**config.mk**
```make
export PLATFORM = sky130hd
export DESIGN_NAME = iec104_apci_link_controller
export DESIGN_NICKNAME = d
export VERILOG_FILES = /design/src/hw/rtl/apci_lc_pkg.sv /design/src/hw/rtl/apci_lc_core.sv /design/src/hw/rtl/apci_lc_rsq.sv /design/src/hw/rtl/iec104_apci_link_controller.sv
export SDC_FILE = /design/constraint.sdc
export NUM_CORES = 1
export LEC_CHECK = 0
export ABC_AREA = 1
export BUFFER_PORTS_ARGS = -buffer_cell sky130_fd_sc_hd__buf_4
export CORE_ASPECT_RATIO = 1.4
export CORE_MARGIN = 3
export CORE_UTILIZATION = 55
export CTS_BUF_LIST = sky130_fd_sc_hd__clkbuf_2 sky130_fd_sc_hd__clkbuf_4 sky130_fd_sc_hd__clkbuf_8
export CTS_CLUSTER_DIAMETER = 200
export DETAILED_ROUTE_END_ITERATION = 8
export MAX_ROUTING_LAYER = met4
export PLACE_DENSITY = 0.72
export SYNTH_ARGS = -nofsm -noshare
export SYNTH_HDL_FRONTEND = slang
export SYNTH_SLANG_ARGS = --single-unit
```
**constraint.sdc**
```tcl
create_clock -name clk -period 11.25 [get_ports clk]
set_clock_uncertainty 0.1 [all_clocks]
set_input_delay 1.125 -clock clk [delete_from_list [all_inputs] [get_ports clk]]
set_output_delay 1.125 -clock clk [all_outputs]
set_load 0.05 [all_outputs]
```
**src/hw/rtl/apci_lc_pkg.sv**
```systemverilog
// Shared types, codes and constants of the APCI link controller.
// No dependencies; imported by every module of the block.
package apci_lc_pkg;

  localparam int SEQ_W       = 15;
  localparam int TIMER_W     = 32;
  localparam int CFG_DATA_W  = 22;
  localparam int CFG_INDEX_W = 3;
  localparam int MAX_RESULTS = 4;
  localparam int RES_IDX_W   = 2;
  localparam int QUEUE_DEPTH = 4;

  // operations
  localparam logic [1:0] OP_FRAME = 2'd0;
  localparam logic [1:0] OP_TICK  = 2'd1;
  localparam logic [1:0] OP_OPEN  = 2'd2;
  localparam logic [1:0] OP_STOP  = 2'd3;

  // transmit kinds
  localparam logic [1:0] TX_NONE = 2'd0;
  localparam logic [1:0] TX_S    = 2'd1;
  localparam logic [1:0] TX_U    = 2'd2;
  localparam logic [1:0] TX_GI   = 2'd3;

  // link status
  localparam logic [2:0] ST_OK           = 3'd0;
  localparam logic [2:0] ST_SEQ_ERROR    = 3'd1;
  localparam logic [2:0] ST_STOP_CON     = 3'd2;
  localparam logic [2:0] ST_KEEPALIVE_TO = 3'd3;
  localparam logic [2:0] ST_STARTDT_TO   = 3'd4;

  // U-frame control octets
  localparam logic [7:0] U_STARTDT_ACT = 8'h07;
  localparam logic [7:0] U_STARTDT_CON = 8'h0b;
  localparam logic [7:0] U_STOPDT_ACT  = 8'h13;
  localparam logic [7:0] U_STOPDT_CON  = 8'h23;
  localparam logic [7:0] U_TESTFR_ACT  = 8'h43;
  localparam logic [7:0] U_TESTFR_CON  = 8'h83;

  // configuration register indexes
  localparam logic [CFG_INDEX_W-1:0] REG_ACK_LIMIT       = 3'd0;
  localparam logic [CFG_INDEX_W-1:0] REG_ACK_TIMEOUT     = 3'd1;
  localparam logic [CFG_INDEX_W-1:0] REG_KEEPALIVE_IVAL  = 3'd2;
  localparam logic [CFG_INDEX_W-1:0] REG_STARTDT_TIMEOUT = 3'd3;
  localparam logic [CFG_INDEX_W-1:0] REG_GI_IVAL         = 3'd4;
  localparam logic [CFG_INDEX_W-1:0] REG_STATION_ADDR    = 3'd5;

  typedef struct packed {
    logic [7:0]  ack_limit;
    logic [15:0] ack_timeout;
    logic [21:0] keepalive_interval;
    logic [21:0] startdt_timeout;
    logic [21:0] gi_interval;
    logic [15:0] station_address;
  } cfg_t;

  localparam cfg_t CFG_RESET = '{
    ack_limit:          8'd8,
    ack_timeout:        16'd10000,
    keepalive_interval: 22'd20000,
    startdt_timeout:    22'd10000,
    gi_interval:        22'd0,
    station_address:    16'd1
  };

  typedef struct packed {
    logic [1:0] operation;
    logic [7:0] octet0;
    logic [7:0] octet1;
  } item_t;

  typedef struct packed {
    logic [1:0]       kind;
    logic [7:0]       u_code;
    logic [SEQ_W-1:0] send_number;
    logic [SEQ_W-1:0] recv_number;
    logic [15:0]      gi_address;
    logic [2:0]       link_status;
  } result_t;

  typedef struct packed {
    result_t [MAX_RESULTS-1:0] res;
    logic [RES_IDX_W-1:0]      last_idx;
  } group_t;

endpackage

```
**src/hw/rtl/apci_lc_core.sv**
```systemverilog
// Session state and per-item protocol logic of the APCI link controller.
// Depends on apci_lc_pkg; produces one packed result group per item that gives results.
module apci_lc_core import apci_lc_pkg::*; (
  input  logic   clk,
  input  logic   rst,
  input  logic   item_valid,
  input  item_t  item,
  input  cfg_t   cfg,
  output logic   push,
  output group_t push_group
);

  logic [SEQ_W-1:0]   tx_sequence, tx_sequence_next;
  logic [SEQ_W-1:0]   rx_sequence, rx_sequence_next;
  logic [7:0]         unacked_count, unacked_count_next, unacked_inc;
  logic               started_flag, started_flag_next;
  logic               keepalive_pending, keepalive_pending_next;
  logic               initial_gi_done, initial_gi_done_next;
  logic               session_open, session_open_next;
  logic [TIMER_W-1:0] ms_since_tx, ms_since_tx_next;
  logic [TIMER_W-1:0] ms_since_gi, ms_since_gi_next;
  logic [TIMER_W-1:0] ms_since_keepalive, ms_since_keepalive_next;
  logic [TIMER_W-1:0] ms_since_ack_check, ms_since_ack_check_next;

  logic [TIMER_W-1:0] tt_tx, tt_gi, tt_ka, tt_ack;
  logic               gi_fire, ka_fire, ka_fail;
  result_t [MAX_RESULTS-1:0] slot;
  logic [MAX_RESULTS-1:0]    slot_valid;
  logic [RES_IDX_W:0]        n;

  function automatic logic [TIMER_W-1:0] sat_inc(input logic [TIMER_W-1:0] v);
    sat_inc = (v == '1) ? v : v + TIMER_W'(1);
  endfunction

  function automatic result_t mk(input logic [1:0] kind, input logic [7:0] code,
                                 input logic [SEQ_W-1:0] sn, input logic [SEQ_W-1:0] rn,
                                 input logic [15:0] ga, input logic [2:0] st);
    result_t r;
    r.kind        = kind;
    r.u_code      = code;
    r.send_number = sn;
    r.recv_number = rn;
    r.gi_address  = ga;
    r.link_status = st;
    mk = r;
  endfunction

  always_comb begin
    tx_sequence_next        = tx_sequence;
    rx_sequence_next        = rx_sequence;
    unacked_count_next      = unacked_count;
    started_flag_next       = started_flag;
    keepalive_pending_next  = keepalive_pending;
    initial_gi_done_next    = initial_gi_done;
    session_open_next       = session_open;
    ms_since_tx_next        = ms_since_tx;
    ms_since_gi_next        = ms_since_gi;
    ms_since_keepalive_next = ms_since_keepalive;
    ms_since_ack_check_next = ms_since_ack_check;
    slot       = '0;
    slot_valid = '0;
    unacked_inc = (unacked_count == 8'hff) ? unacked_count : unacked_count + 8'd1;
    tt_tx   = sat_inc(ms_since_tx);
    tt_gi   = sat_inc(ms_since_gi);
    tt_ka   = sat_inc(ms_since_keepalive);
    tt_ack  = sat_inc(ms_since_ack_check);
    gi_fire = 1'b0;
    ka_fire = 1'b0;
    ka_fail = 1'b0;

    if (item_valid) begin
      unique case (item.operation)
        OP_FRAME: begin
          if (session_open) begin
            if (!item.octet0[0]) begin
              if ({item.octet1, item.octet0[7:1]} != rx_sequence) begin
                slot_valid[0]     = 1'b1;
                slot[0]           = mk(TX_NONE, '0, '0, '0, '0, ST_SEQ_ERROR);
                session_open_next = 1'b0;
              end else begin
                rx_sequence_next = rx_sequence + SEQ_W'(1);
                if (unacked_inc >= cfg.ack_limit) begin
                  slot_valid[0]      = 1'b1;
                  slot[0]            = mk(TX_S, '0, '0, rx_sequence_next, '0, ST_OK);
                  unacked_count_next = '0;
                  ms_since_tx_next   = '0;
                end else begin
                  unacked_count_next = unacked_inc;
                end
              end
            end else if (item.octet0[1]) begin
              case (item.octet0)
                U_STARTDT_CON: started_flag_next = 1'b1;
                U_STOPDT_CON: begin
                  slot_valid[0]     = 1'b1;
                  slot[0]           = mk(TX_NONE, '0, '0, '0, '0, ST_STOP_CON);
                  session_open_next = 1'b0;
                end
                U_TESTFR_ACT: begin
                  slot_valid[0]    = 1'b1;
                  slot[0]          = mk(TX_U, U_TESTFR_CON, '0, '0, '0, ST_OK);
                  ms_since_tx_next = '0;
                end
                U_TESTFR_CON: keepalive_pending_next = 1'b0;
                default: ;
              endcase
            end
          end
        end
        OP_TICK: begin
          if (session_open) begin
            // general interrogation: initial one, else periodic
            if (started_flag && !initial_gi_done) begin
              gi_fire              = 1'b1;
              initial_gi_done_next = 1'b1;
            end else if (started_flag && cfg.gi_interval != '0 &&
                         tt_gi >= TIMER_W'(cfg.gi_interval)) begin
              gi_fire = 1'b1;
            end
            if (gi_fire) begin
              slot_valid[0]    = 1'b1;
              slot[0]          = mk(TX_GI, '0, tx_sequence, rx_sequence,
                                    cfg.station_address, ST_OK);
              tx_sequence_next = tx_sequence + SEQ_W'(1);
              tt_tx            = '0;
              tt_gi            = '0;
            end
            // acknowledge timeout
            if (unacked_count != '0 && tt_ack >= TIMER_W'(cfg.ack_timeout)) begin
              slot_valid[1]      = 1'b1;
              slot[1]            = mk(TX_S, '0, '0, rx_sequence, '0, ST_OK);
              unacked_count_next = '0;
              tt_tx              = '0;
              tt_ack             = '0;
            end else if (unacked_count == '0) begin
              tt_ack = '0;
            end
            // keepalive
            ka_fire = tt_ka >= TIMER_W'(cfg.keepalive_interval);
            if (ka_fire) begin
              if (keepalive_pending) begin
                ka_fail           = 1'b1;
                slot_valid[2]     = 1'b1;
                slot[2]           = mk(TX_NONE, '0, '0, '0, '0, ST_KEEPALIVE_TO);
                session_open_next = 1'b0;
              end else begin
                slot_valid[2]          = 1'b1;
                slot[2]                = mk(TX_U, U_TESTFR_ACT, '0, '0, '0, ST_OK);
                keepalive_pending_next = 1'b1;
                tt_ka                  = '0;
                tt_tx                  = '0;
              end
            end
            // STARTDT timeout
            if (!ka_fail && !started_flag && tt_tx >= TIMER_W'(cfg.startdt_timeout)) begin
              slot_valid[3]     = 1'b1;
              slot[3]           = mk(TX_NONE, '0, '0, '0, '0, ST_STARTDT_TO);
              session_open_next = 1'b0;
            end
            ms_since_tx_next        = tt_tx;
            ms_since_gi_next        = tt_gi;
            ms_since_keepalive_next = tt_ka;
            ms_since_ack_check_next = tt_ack;
          end
        end
        OP_OPEN: begin
          tx_sequence_next        = '0;
          rx_sequence_next        = '0;
          unacked_count_next      = '0;
          started_flag_next       = 1'b0;
          keepalive_pending_next  = 1'b0;
          initial_gi_done_next    = 1'b0;
          session_open_next       = 1'b1;
          ms_since_tx_next        = '0;
          ms_since_gi_next        = '0;
          ms_since_keepalive_next = '0;
          ms_since_ack_check_next = '0;
          slot_valid[0]           = 1'b1;
          slot[0]                 = mk(TX_U, U_STARTDT_ACT, '0, '0, '0, ST_OK);
        end
        default: begin
          if (session_open) begin
            slot_valid[0]     = 1'b1;
            slot[0]           = mk(TX_U, U_STOPDT_ACT, '0, '0, '0, ST_OK);
            ms_since_tx_next  = '0;
            session_open_next = 1'b0;
          end
        end
      endcase
    end
  end

  // pack the valid slots in order
  always_comb begin
    push_group = '0;
    n          = '0;
    for (int i = 0; i < MAX_RESULTS; i++) begin
      if (slot_valid[i]) begin
        push_group.res[n[RES_IDX_W-1:0]] = slot[i];
        n = n + (RES_IDX_W+1)'(1);
      end
    end
    push_group.last_idx = n[RES_IDX_W-1:0] - RES_IDX_W'(1);
  end

  assign push = |slot_valid;

  always_ff @(posedge clk) begin
    if (rst) begin
      tx_sequence        <= '0;
      rx_sequence        <= '0;
      unacked_count      <= '0;
      started_flag       <= 1'b0;
      keepalive_pending  <= 1'b0;
      initial_gi_done    <= 1'b0;
      session_open       <= 1'b0;
      ms_since_tx        <= '0;
      ms_since_gi        <= '0;
      ms_since_keepalive <= '0;
      ms_since_ack_check <= '0;
    end else begin
      tx_sequence        <= tx_sequence_next;
      rx_sequence        <= rx_sequence_next;
      unacked_count      <= unacked_count_next;
      started_flag       <= started_flag_next;
      keepalive_pending  <= keepalive_pending_next;
      initial_gi_done    <= initial_gi_done_next;
      session_open       <= session_open_next;
      ms_since_tx        <= ms_since_tx_next;
      ms_since_gi        <= ms_since_gi_next;
      ms_since_keepalive <= ms_since_keepalive_next;
      ms_since_ack_check <= ms_since_ack_check_next;
    end
  end

endmodule

```
**src/hw/rtl/apci_lc_rsq.sv**
```systemverilog
// Result queue: holds result groups and hands them out one result per transfer.
// Depends on apci_lc_pkg for group_t and result_t.
module apci_lc_rsq import apci_lc_pkg::*; #(
  parameter int DEPTH = QUEUE_DEPTH
) (
  input  logic                         clk,
  input  logic                         rst,
  input  logic                         push,
  input  group_t                       push_group,
  input  logic                         pop,
  output logic                         valid,
  output result_t                      result,
  output logic                         last,
  output logic [$clog2(DEPTH+1)-1:0]   count
);

  localparam int PTR_W = $clog2(DEPTH);
  localparam int CNT_W = $clog2(DEPTH+1);

  group_t               entries [DEPTH];
  logic [PTR_W-1:0]     wr_ptr, rd_ptr;
  logic [RES_IDX_W-1:0] sub;
  logic                 group_done;

  assign valid      = count != '0;
  assign result     = entries[rd_ptr].res[sub];
  assign last       = sub == entries[rd_ptr].last_idx;
  assign group_done = pop && last;

  always_ff @(posedge clk) begin
    if (push) begin
      entries[wr_ptr] <= push_group;
    end
  end

  always_ff @(posedge clk) begin
    if (rst) begin
      wr_ptr <= '0;
      rd_ptr <= '0;
      sub    <= '0;
      count  <= '0;
    end else begin
      if (push) begin
        wr_ptr <= (wr_ptr == PTR_W'(DEPTH-1)) ? '0 : wr_ptr + PTR_W'(1);
      end
      if (group_done) begin
        rd_ptr <= (rd_ptr == PTR_W'(DEPTH-1)) ? '0 : rd_ptr + PTR_W'(1);
        sub    <= '0;
      end else if (pop) begin
        sub <= sub + RES_IDX_W'(1);
      end
      case ({push, group_done})
        2'b10:   count <= count + CNT_W'(1);
        2'b01:   count <= count - CNT_W'(1);
        default: ;
      endcase
    end
  end

endmodule

```
**src/hw/rtl/iec104_apci_link_controller.sv**
```systemverilog
// Top level of the APCI link controller: input register, config registers,
// session core and result queue. Depends on apci_lc_pkg, apci_lc_core, apci_lc_rsq.
//
// Usage:
//   Item channel (item_valid/item_stall): operation plus the four control
//   octets of a received frame; operation selects frame, 1 ms tick, open or stop.
//   Result channel (result_valid/result_stall): one transmit request or link
//   status per transfer; last marks the final result of an item.
//   Config channel (cfg_valid/cfg_ready): cfg_index selects the register,
//   cfg_data carries the value; indexes above 5 are ignored.
// Timing:
//   An item is registered on acceptance and processed on the next edge, which
//   writes its results into the queue. An item accepts in every cycle while
//   each item gives at most one result and result_stall stays low; an item with k
//   results holds the result channel for k transfers. The queue holds DEPTH
//   item result groups; item_stall rises once the queue and the input register
//   could not take another group.
// Reset: closes the session, clears all timers and counters, empties the
//   queue and restores register defaults. While result_stall is high, results
//   wait in the queue and items keep flowing until it fills.
module iec104_apci_link_controller import apci_lc_pkg::*; #(
  parameter int DEPTH = QUEUE_DEPTH
) (
  input  logic                   clk,
  input  logic                   rst,
  input  logic                   item_valid,
  output logic                   item_stall,
  input  logic [1:0]             operation,
  input  logic [7:0]             ctrl_octet0,
  input  logic [7:0]             ctrl_octet1,
  input  logic [7:0]             ctrl_octet2,
  input  logic [7:0]             ctrl_octet3,
  output logic                   result_valid,
  input  logic                   result_stall,
  output logic [1:0]             tx_kind,
  output logic [7:0]             u_code,
  output logic [SEQ_W-1:0]       send_number,
  output logic [SEQ_W-1:0]       recv_number,
  output logic [15:0]            gi_address,
  output logic [2:0]             link_status,
  output logic                   last,
  input  logic                   cfg_valid,
  output logic                   cfg_ready,
  input  logic [CFG_INDEX_W-1:0] cfg_index,
  input  logic [CFG_DATA_W-1:0]  cfg_data
);

  localparam int CNT_W = $clog2(DEPTH+1);

  cfg_t             cfg;
  item_t            s1_item;
  logic             s1_valid;
  logic             push;
  group_t           push_group;
  result_t          result;
  logic [CNT_W-1:0] count;
  logic [CNT_W:0]   occupancy;

  // octets 2 and 3 carry N(R), which the master does not track
  assign occupancy  = {1'b0, count} + (CNT_W+1)'(s1_valid);
  assign item_stall = rst || (occupancy >= (CNT_W+1)'(DEPTH));
  assign cfg_ready  = !rst;

  always_ff @(posedge clk) begin
    if (rst) begin
      s1_valid <= 1'b0;
    end else begin
      s1_valid <= item_valid && !item_stall;
    end
  end

  always_ff @(posedge clk) begin
    s1_item.operation <= operation;
    s1_item.octet0    <= ctrl_octet0;
    s1_item.octet1    <= ctrl_octet1;
  end

  always_ff @(posedge clk) begin
    if (rst) begin
      cfg <= CFG_RESET;
    end else if (cfg_valid && cfg_ready) begin
      unique case (cfg_index)
        REG_ACK_LIMIT:       cfg.ack_limit          <= cfg_data[7:0];
        REG_ACK_TIMEOUT:     cfg.ack_timeout        <= cfg_data[15:0];
        REG_KEEPALIVE_IVAL:  cfg.keepalive_interval <= cfg_data;
        REG_STARTDT_TIMEOUT: cfg.startdt_timeout    <= cfg_data;
        REG_GI_IVAL:         cfg.gi_interval        <= cfg_data;
        REG_STATION_ADDR:    cfg.station_address    <= cfg_data[15:0];
        default: ;
      endcase
    end
  end

  apci_lc_core u_core (
    .clk        (clk),
    .rst        (rst),
    .item_valid (s1_valid),
    .item       (s1_item),
    .cfg        (cfg),
    .push       (push),
    .push_group (push_group)
  );

  apci_lc_rsq #(
    .DEPTH (DEPTH)
  ) u_rsq (
    .clk        (clk),
    .rst        (rst),
    .push       (push),
    .push_group (push_group),
    .pop        (result_valid && !result_stall),
    .valid      (result_valid),
    .result     (result),
    .last       (last),
    .count      (count)
  );

  assign tx_kind     = result.kind;
  assign u_code      = result.u_code;
  assign send_number = result.send_number;
  assign recv_number = result.recv_number;
  assign gi_address  = result.gi_address;
  assign link_status = result.link_status;

endmodule

```
==> results of run 1 <==
## worst max-delay path, delay by kind of cell, from the launching register on
kind,cells,cell delay (ns)
AO/OA/AOI/OAI,5,0.90
XOR/XNOR,2,0.56
adder cells (fa/ha/maj),5,1.46
buffers and inverters,5,0.89
flip-flops,1,0.47
AND/OR/NAND/NOR,36,3.92
## logic make-up (layout without fill, tap and decap cells)
family | Yosys count | after routing
AO/OA/AOI/OAI | 727 | 727
XOR/XNOR | 114 | 114
adder cells (fa/ha/maj) | 118 | 118
buffers and inverters | 520 | 657
flip-flops | 638 | 638
multiplexers | 1 | 1
other | 1 | 3
AND/OR/NAND/NOR | 1831 | 1831
## cell usage after synthesis, types with 3 or more instances
library cell  count  area share, %
inv_2             8          0.093
o211ai_1         21           0.49
nor2_4            7           0.24
nand3b_1          5           0.12
o22ai_1          62            1.2
nor3b_2           3           0.12
o21a_1            6           0.14
inv_1           342            4.0
xor2_1           54            1.5
o221ai_1          6           0.16
buf_1            11           0.13
and2_1            3          0.058
xnor2_1          60            1.6
nor3b_1          21           0.49
a21oi_1         298            4.6
nor2_2           12           0.23
buf_4             5           0.12
o21ai_0         291            4.5
nor3_1           80            1.2
nor4_1           17           0.33
dfxtp_1         306             19
clkbuf_1        139            1.6
a21oi_2          12           0.33
buf_2            10           0.16
nand2_2          10           0.19
a211oi_1         17           0.40
or2_2            11           0.21
nand4_1          36           0.70
nand2_1         854             10
nand2_4           6           0.21
nor2_1          635            7.4
ha_1            117            4.5
nand3_1         122            1.9
nand3_2           5           0.16
edfxtp_1        332             31
## stage by stage
stage	power, mW	cells	hold WS, ns	setup slack (ns)
final	4.78	4831	0.358	2.74
after global routing	4.95	4831	0.379	1.78
after CTS	4.82	4830	0.358	2.67
after detailed placement	2.85	4660	0.346	2.75
after global placement	2.85	4660	0.339	2.79
after floorplan	2.73	3951	0.321	2.38
## per-layer routing
layer | global-route usage, % | vias to the layer above | share of wire, %
met4 | 10.8 | 0 | 3.8
met5 | - | - | 0
met1 | 30.7 | 12199 | 40
met2 | 46.8 | 696 | 51
li1 | - | 13267 | -
met3 | 3.80 | 168 | 5.4
## how the worst max path moves through the flow
stage,endpoint
after detailed placement,u_rsq.count[2]
after CTS,u_rsq.count[2]
final,u_rsq.count[2]
after global routing,u_rsq.count[2]
after floorplan,u_rsq.entries[0][0]
after global placement,u_rsq.count[2]
## cell type report
class	instances	area, sq um
fill	5110	22200
sequential	638	16100
clock inverter	46	422
tap	742	928
antenna	1	2.50
timing repair buffer	135	1010
multi-input combinational	2793	14100
inverter	352	1320
clock buffer	124	1580
## state kept, by name, summed over array words and instances, names as in the netlist, named ones only
| name | flops |
|---|---|
| u_core.initial_gi_done | 1 |
| u_core.ms_since_keepalive | 32 |
| u_core.tx_sequence | 15 |
| u_core.ms_since_tx | 32 |
| u_rsq.wr_ptr | 2 |
| u_rsq.rd_ptr | 2 |
| u_core.session_open | 1 |
| u_core.unacked_count | 8 |
| u_core.started_flag | 1 |
| u_core.rx_sequence | 15 |
| s1_valid | 1 |
| u_core.ms_since_ack_check | 32 |
| cfg | 106 |
| u_core.ms_since_gi | 32 |
| u_core.keepalive_pending | 1 |
| u_rsq.entries | 332 |
| s1_item | 18 |
| u_rsq.sub | 2 |
| u_rsq.count | 3 |
## power groups by stage
stage          registers (mW)  logic (mW)  clock network [mW]
2_1_floorplan            2.52       0.219                   0
3_3_place_gp             2.52       0.331                   0
3_5_place_dp             2.52       0.334                   0
4_1_cts                  2.47       0.335                2.02
5_1_grt                  2.47       0.361                2.12
6_report                 2.47       0.333                1.98
## cell usage in the layout (no fill, tap or decap), drive strengths merged, types with 3 or more instances in the layout
cell	netlist	routed
nand2	870	870
nor2	654	654
inv	350	356
edfxtp	332	332
a21oi	310	310
dfxtp	306	306
o21ai	291	291
buf	29	135
nand3	128	128
clkbuf	139	124
ha	117	117
nor3	82	82
o22ai	62	62
xnor2	60	60
xor2	54	54
nand4	36	36
clkinv	2	35
nor3b	24	24
o211ai	21	21
nor4	17	17
a211oi	17	17
or2	11	11
o21a	6	6
bufinv	0	6
o221ai	6	6
nand3b	5	5
and2	3	3
==> run summary, run 1 <==
CTS tree -> yes
Placed instance area -> 33500 sq um
Yosys reg bits -> 638
Xor/xnor share of the synthesized area -> 3.10%
Power share of the sequential group -> 51.6%
Setup crit end kind -> register
Most used cell, CP -> nand2_1
R2R cell count -> 53
Ys flop type -> edfxtp_1
Net Sw Frac -> 24.6%
H-Tree Depth -> 3
MaxCap Viol Count -> 0
Root Driver -> clkbuf_8
Fin crit share -> 75.6%
R2r endpoint -> u_rsq.count[2]
Max incr delay on CP -> 0.50 ns
Slowest-stage cell, CP -> nand3_2
Hold Path End -> cfg[56]
Sequential area share after synthesis -> 50.0%
Worst-path clk slew -> 0.07 ns
Vias -> 26330
Drt initial violations -> 1656
RSZ-0062 raised after global routing -> no
Worst skew pair latency -> 0.71 ns
Final Wtd Congestion -> 0.965
Max Freq -> 0.118 GHz
Initial Util -> 55.8%
Total global routing overflow -> 0
Post-Synth Simple-Gate Area -> 23.7%
Detailed Place HPWL -> 52900 um
Avg Cell Area, Syn -> 8.15 sq um
DR WL/cell -> 16.6 um
Layout cell share with drive strength beyond 1 -> 9.27%
Internal reg-to-reg setup slack -> 2.74 ns
Distinct cell type count after synthesis -> 57
Post-Layout Inst Area -> 35500 sq um
CP startpoint -> u_core.ms_since_ack_check[0]
Hold path depth -> 2
Full die area -> 61500 sq um
Max-slew headroom -> 29.1%
Hold_buf cts -> 0
Largest family of logic cells by synthesized area -> simple AND/OR/NAND/NOR gates
Post-synth design cell area -> 32200 sq um
Area growth syn-to-layout -> 10.3%
Tightest Hold Check Type -> reg2reg
Gate power share -> 7.0%
Setup total negative slack -> 0 ns
First-pass GRT wire length -> 128000 um
Worst-path maximum fanout -> 29
Num rows -> 104
Max-slew violation count -> 0
IO Port Bufs -> 108
Post-Synthesis Cells -> 3950
Horiz. Die Dim -> 210 um
Die height -> 292 um
Async S/R FF share, synth -> 0%
# IOs -> 127
Synth Area in Adders -> 4.61%
Worst-Margin Slew -> 1.06 ns
Clk pwr share -> 41.4%
DRC violations left -> 0
TritonCTS Buffers -> 94
Arrival @ worst endpoint -> 8.95 ns
Post_cts resized -> 0
Net switching power -> 1.18 mW
Final Core Density -> 61.6%
Startpoint types -> register
Nets -> 4196
Largest net degree at the start of global routing -> 99
Min-delay src -> cfg[56]
Number of synthesized flops with an enable pin -> 332
Initial antenna violation count -> 1
Drt pass-1 iters -> 6
Post-layout min period -> 8.51 ns
Vias per cell -> 5.45
Clock buffer depth -> 3
Antenna Violating Nets Remaining -> 0
Post-synthesis compound-gate area fraction -> 12.2%
Status -> finished clean
Kind of critical path -> reg2reg
Vias in the first global route -> 25259
VDD IR-drop max -> 0.116 mV
Hold Vio Cnt, Final -> 0
Setup Fix Bufs, Post-CTS -> 0
Internal -> 3.61 mW
CTS sink count -> 638
Req. time, crit path -> 11.69 ns
Total wire length -> 80200 um
PD cells -> 135 nW/um^2
Reg-to-reg startpoint -> u_core.ms_since_ack_check[0]
Syn. warnings -> 0
Core area -> 57600 sq um
Setup-failing EPs final -> 0
Leak -> 13.5 nW
Mux contribution to synthesized area -> 0.0311%
Total Routing Usage GR -> 26.7%
Power figures use the tool's default switching activity.
==> run 2, diff against run 1 <==
==> constraint.sdc (replaced) <==
create_clock -name clk -period 8.1 [get_ports clk]
set_clock_uncertainty 0.1 [all_clocks]
set_input_delay 0.81 -clock clk [delete_from_list [all_inputs] [get_ports clk]]
set_output_delay 0.81 -clock clk [all_outputs]
set_load 0.05 [all_outputs]
==> run 2 against run 1 <==
Net effect:
- clock power grew 37%
- global-route usage grew 0.23 points
- cell count grew 0.19%
- sequential power grew 39%
- sequential share of layout area shrank 0.24 points
- sequential cell count is the same
- die area is the same
- count of clock-buffer cells in the layout grew 4
- non-clock buffer count grew 11
- highest routed layer unchanged
- first-iteration DRC count shrank 18%
- power grew 38%
- cell area grew 0.54%
==> run summary, run 2 (same netlist as run 1, synthesis figures left out) <==
Status -> finished clean
Gate power share -> 7.1% (about the same)
Num rows -> 104 (unchanged)
Fin crit share -> 89.9% (+14 points)
Worst-path maximum fanout -> 14 (-52%)
Startpoint types -> register
Core area -> 57600 sq um (unchanged)
DR WL/cell -> 16.7 um (+0.54%)
CP Depth -> 51 (-3.8%)
Clk pwr share -> 41.0% (-0.4 points)
Most used cell, CP -> nand2_1
Net Sw Frac -> 24.4% (-0.14 points)
CP startpoint -> u_core.ms_since_gi[0]
Hold path depth -> 1 (-1)
Setup Fix Bufs, Post-CTS -> 0 (unchanged)
MaxCap Viol Count -> 0 (unchanged)
IO Port Bufs -> 108 (unchanged)
Worst-Margin Slew -> 1.26 ns (+0.195 ns)
Net switching power -> 1.61 mW (+37%)
# IOs -> 127 (unchanged)
Vias per cell -> 5.45 (about the same)
Tightest Hold Check Type -> in2reg
Most frequent cells in the layout -> nand2_1, nor2_1, inv_1, edfxtp_1, dfxtp_1
Max-slew headroom -> 15.6% (-14 points)
Leak -> 13.6 nW (+0.50%)
Vias -> 26399 (+0.26%)
Post-layout min period -> 7.28 ns (-1.23 ns)
Slowest-stage cell, CP -> dfxtp_1
Area growth syn-to-layout -> 10.9%
Setup-failing EPs final -> 0 (unchanged)
Min-delay src -> ctrl_octet1[6]
Buf/Inv on CP -> 6 (+1)
Largest net degree at the start of global routing -> 98 (-1.0%)
Fin cells -> 4840 (+0.19%)
Max incr delay on CP -> 0.42 ns (-0.08 ns)
Max Freq -> 0.137 GHz (+17%)
First-pass GRT wire length -> 130000 um (+1.4%)
Drt initial violations -> 1358 (-18%)
Final Wtd Congestion -> 0.937 (-2.9%)
Horiz. Die Dim -> 210 um (unchanged)
Worst-path clk slew -> 0.06 ns (about the same)
VDD IR-drop max -> 0.129 mV (+11%)
Setup crit end kind -> register
Die height -> 292 um (unchanged)
R2R cell count -> 51 (-3.8%)
RSZ-0062 raised after global routing -> no
Hold Vio Cnt, Final -> 0 (unchanged)
Nets -> 4206 (+0.24%)
Layout cell share with drive strength beyond 1 -> 9.57% (+0.30 points)
CTS tree -> yes
Total wire length -> 80800 um (+0.73%)
H-Tree Depth -> 3 (unchanged)
Power share of the sequential group -> 51.9% (+0.3 points)
DRC violations left -> 0 (unchanged)
Full die area -> 61500 sq um (unchanged)
Detailed Place HPWL -> 54700 um (+3.5%)
Final worst slack -> 0.819 ns (-1.92 ns)
Arrival @ worst endpoint -> 7.72 ns (-1.23 ns)
Req. time, crit path -> 8.54 ns (-3.15 ns)
Worst skew pair latency -> 0.71 ns (about the same)
Max-slew violation count -> 0 (unchanged)
Total Routing Usage GR -> 26.9% (+0.23 points)
Internal -> 4.99 mW (+38%)
Vias in the first global route -> 25409 (+0.59%)
Pre-CTS WS -> 0.624 ns (-2.12 ns)
Biggest register -> u_rsq.entries
TritonCTS Buffers -> 93 (-1.1%)
CTS sink count -> 638 (unchanged)
Clock buffer depth -> 3 (unchanged)
Initial Util -> 55.8% (unchanged)
Max FFs per register -> 332 (unchanged)
Hold_buf cts -> 0 (unchanged)
Total global routing overflow -> 0 (unchanged)
Kind of critical path -> reg2reg
Reg-to-reg startpoint -> u_core.ms_since_gi[0]
Final Core Density -> 61.9% (+0.33 points)
PD cells -> 185 nW/um^2 (+37%)
Top flop regs -> u_rsq.entries: 332 flops, cfg: 106 flops
Antenna Violating Nets Remaining -> 0 (unchanged)
Root Driver -> clkbuf_8
Cells after DPL -> 4671 (+0.24%)
Crit-path leading delay family -> simple AND/OR/NAND/NOR gates
Drt pass-1 iters -> 6 (unchanged)
Initial antenna violation count -> 1 (unchanged)
Commonest non-fill, non-tap cell in the layout -> nand2_1
## run 2: cell types whose count changed in the layout (fill, tap and decap cells not counted), sizes merged
cell,previous run,this run
inv,356,354
bufinv,6,5
clkbuf,124,128
buf,135,146
clkinvlp,1,4
clkinv,35,29
## run 2: worst paths after layout
kind	to	slack, ns
worst max-delay path	u_rsq.count[2]	0.82
worst min-delay path	s1_item[6]	0.10
worst max register to register	u_rsq.count[2]	0.82
worst min register to register	u_rsq.count[0]	0.35
## run 2: metrics by stage
step           setup TNS, ns  hold slack (ns)  area [sq um]  power, mW
2_1_floorplan        -254.65            0.321         32200       3.80
3_3_place_gp               0            0.338         33700       3.96
3_5_place_dp               0            0.342         33700       3.97
4_1_cts                    0           0.0548         35700       6.65
5_1_grt                    0           0.0687         35700       6.84
6_report                   0            0.104         35700       6.60
## run 2: cell type report
| class | count | area [sq um] |
|---|---|---|
| tap | 742 | 928 |
| clock inverter | 40 | 365 |
| inverter | 352 | 1330 |
| clock buffer | 128 | 1600 |
| fill | 5046 | 22000 |
| sequential | 638 | 16100 |
| antenna | 1 | 2.50 |
| timing repair buffer | 146 | 1230 |
| multi-input combinational | 2793 | 14100 |
## run 2: layer usage
metal	GRT usage, %	wire length, um
met3	3.06	3970
met4	10.1	2600
met5	-	0
met1	30.8	32300
met2	48.3	41900
## run 2: repair_timing
item,4_1_cts,5_1_grt
resized for setup,0,4
endpoints found under the setup margin,0,1
hold endpoints to repair,0,0
## run 2: power groups by stage
stage               logic [mW]  clock network (mW)  registers (mW)
finish                   0.466                2.71            3.43
global route             0.504                2.91            3.43
CTS                      0.468                2.76            3.43
detailed placement       0.467                   0            3.50
global placement         0.463                   0            3.50
floorplan                0.305                   0            3.49
==> run 3, diff against run 2 <==
--- a/config.mk
+++ b/config.mk
@@ -10,9 +10,9 @@
 export CORE_ASPECT_RATIO = 1.4
 export CORE_MARGIN = 3
 export CORE_UTILIZATION = 55
-export CTS_BUF_LIST = sky130_fd_sc_hd__clkbuf_2 sky130_fd_sc_hd__clkbuf_4 sky130_fd_sc_hd__clkbuf_8
 export CTS_CLUSTER_DIAMETER = 200
 export DETAILED_ROUTE_END_ITERATION = 8
+export GPL_ROUTABILITY_DRIVEN = 0
 export MAX_ROUTING_LAYER = met4
 export PLACE_DENSITY = 0.72
 export SYNTH_ARGS = -nofsm -noshare
==> run 3 against run 2 <==
Net effect:
- sequential power is essentially flat
- register-to-register slack gained 0.17 ns
- critical path type unchanged
- global-route usage is essentially flat
- via count about the same
- cell count shrank 1.1%
- clock power about the same
- critical endpoint unchanged
- maximum frequency is 2.4% higher
- sequential share of layout area grew 0.11 points
- first-iteration DRC count increased by 7.4%
- sequential cell count did not move
- utilization is 0.16 points lower
- hold slack better by 0.071 ns
==> run summary, run 3 (same netlist as run 1, synthesis figures left out) <==
Hold Vio Cnt, Final -> 0 (unchanged)
Worst-path maximum fanout -> 17 (+3)
Vias -> 26414 (+0.057%)
MaxCap Viol Count -> 0 (unchanged)
Total global routing overflow -> 0 (unchanged)
# IOs -> 127 (unchanged)
Setup crit end kind -> register
DR WL/cell -> 16.9 um (+1.5%)
Initial Util -> 55.8% (unchanged)
Clock buffer depth -> 3 (unchanged)
Min-delay src -> ctrl_octet1[3]
Largest net degree at the start of global routing -> 111 (+13%)
Internal reg-to-reg setup slack -> 0.99 ns (+0.17 ns)
R2r endpoint -> u_rsq.count[2]
Nets -> 4178 (-0.67%)
Most frequent cells in the layout -> nand2_1, nor2_1, inv_1, edfxtp_1, dfxtp_1
Worst-Margin Slew -> 1.21 ns (-0.0446 ns)
Leak -> 13.5 nW (-0.78%)
PD cells -> 185 nW/um^2 (-0.15%)
H-Tree Depth -> 2 (-1)
Startpoint types -> register
Drt initial violations -> 1459 (+7.4%)
Req. time, crit path -> 8.49 ns (-0.05 ns)
Max incr delay on CP -> 0.43 ns (about the same)
Most used cell, CP -> nand2_1
Slowest-stage cell, CP -> dfxtp_1
CTS sink count -> 638 (unchanged)
Worst-path clk slew -> 0.07 ns (about the same)
Detailed Place HPWL -> 55600 um (+1.5%)
Tightest Hold Check Type -> in2reg
Setup-failing EPs final -> 0 (unchanged)
Worst skew pair latency -> 0.64 ns (-0.07 ns)
Num rows -> 104 (unchanged)
Biggest register -> u_rsq.entries
DRC violations left -> 0 (unchanged)
RSZ-0062 raised after global routing -> no
Layout cell share with drive strength beyond 1 -> 8.11% (-1.5 points)
First-pass GRT wire length -> 130000 um (about the same)
Top flop regs -> u_rsq.entries: 332 flops, cfg: 106 flops
Die height -> 292 um (unchanged)
Vias in the first global route -> 25551 (+0.56%)
Setup total negative slack -> 0 ns (unchanged)
Status -> finished clean
Setup Fix Bufs, Post-CTS -> 0 (unchanged)
Horiz. Die Dim -> 210 um (unchanged)
Total wire length -> 81100 um (+0.38%)
Root Driver -> clkbuf_16
Kind of critical path -> reg2reg
# diodes -> 0 (-1)
Commonest non-fill, non-tap cell in the layout -> nand2_1
Max-slew violation count -> 0 (unchanged)
Max FFs per register -> 332 (unchanged)
Core area -> 57600 sq um (unchanged)
VDD IR-drop max -> 0.175 mV (+36%)
Max Freq -> 0.141 GHz (+2.4%)
Full die area -> 61500 sq um (unchanged)
Area growth syn-to-layout -> 10.6%
R2R cell count -> 53 (+3.9%)
Final Core Density -> 61.8% (-0.16 points)
Vias per cell -> 5.52 (+1.2%)
TritonCTS Buffers -> 59 (-37%)
Arrival @ worst endpoint -> 7.50 ns (-0.22 ns)
Drt pass-1 iters -> 5 (-1)
Fin crit share -> 87.8% (-2.1 points)
Max-slew headroom -> 18.6% (+3.0 points)
Post-layout min period -> 7.11 ns (-0.169 ns)
Initial antenna violation count -> 0 (-1)
Antenna Violating Nets Remaining -> 0 (unchanged)
Reg-to-reg startpoint -> u_core.ms_since_ack_check[0]
Hold path depth -> 1 (unchanged)
IO Port Bufs -> 108 (unchanged)
Hold Path End -> s1_item[3]
Total Routing Usage GR -> 26.9% (-0.034 points)
CTS tree -> yes
run 3: cell count changes in the layout (fill, tap and decap cells not counted), moves of 2 or more:
cell	before	now
clkinvlp_4	4	2
inv_8	2	0
buf_4	135	143
clkbuf_4	26	0
clkbuf_1	0	11
clkinv_4	0	2
clkinv_2	14	12
clkbuf_8	102	9
buf_12	11	9
clkbuf_16	0	59
clkinv_16	0	2
inv_12	3	0
bufinv_16	5	1
run 3: layout make-up:
| cell class | instances | area (sq um) |
|---|---|---|
| inverters | 352 | 1330 |
| multi-input cells | 2793 | 14100 |
| clock buffers | 79 | 1640 |
| clock inverters | 30 | 223 |
| flip-flops and latches | 638 | 16100 |
| well taps | 742 | 928 |
| repair buffers | 152 | 1250 |
| fillers | 5022 | 22000 |
run 3: how the worst max path moves through the flow:
stage / slack [ns] / cells past startpoint / end / from
final: 0.99 / 53 / u_rsq.count[2] / u_core.ms_since_ack_check[0]
after global placement: 0.75 / 53 / u_rsq.count[2] / u_core.ms_since_ack_check[0]
after CTS: 0.73 / 53 / u_rsq.count[2] / u_core.ms_since_ack_check[0]
after detailed placement: 0.76 / 53 / u_rsq.count[2] / u_core.ms_since_ack_check[0]
after floorplan: -0.77 / 52 / u_rsq.entries[0][0] / u_core.ms_since_gi[0]
after global routing: 0.04 / 53 / u_rsq.count[2] / u_core.ms_since_gi[0]
run 3: critical path: cells and delay by family (launching register included):
family / cells / cell delay [ns]
DFF: 1 / 0.43
buffers and inverters: 5 / 0.48
adders and majority gates: 5 / 1.38
AOI/OAI and AO/OA: 5 / 0.71
and+or+nand+nor: 36 / 3.50
xor gates and xnor gates: 2 / 0.36
run 3: routing by layer:
metal | track usage, % | up-vias | routed length [um]
met3 | 2.83 | 159 | 4150
met5 | - | - | 0
met4 | 9.41 | 0 | 2690
met1 | 30.5 | 12340 | 31700
met2 | 49.0 | 708 | 42500
li1 | - | 13207 | -
run 3: repair_timing:
| item | CTS | global route |
|---|---|---|
| resized for setup | 0 | 2 |
| endpoints found under the setup margin | 0 | 1 |
| hold buffers | 0 | 0 |
run 3: per-stage QoR:
step	cell area, sq um	setup WS, ns	instances	total power [mW]	hold WS (ns)
after global placement	33700	0.747	4677	3.96	0.337
after floorplan	32200	-0.767	3951	3.80	0.321
after detailed placement	33700	0.755	4677	3.97	0.348
after global routing	35600	0.0354	4786	6.80	0.144
final	35600	0.988	4786	6.58	0.174
after CTS	35600	0.732	4786	6.63	0.138
run 3: power by group:
part / leakage, nW / total, mW / switching (mW) / internal [mW]
combinational: 7.04 / 0.468 / 0.341 / 0.126
sequential: 5.56 / 3.43 / 0.0193 / 3.41
clock: 0.912 / 2.68 / 1.23 / 1.46
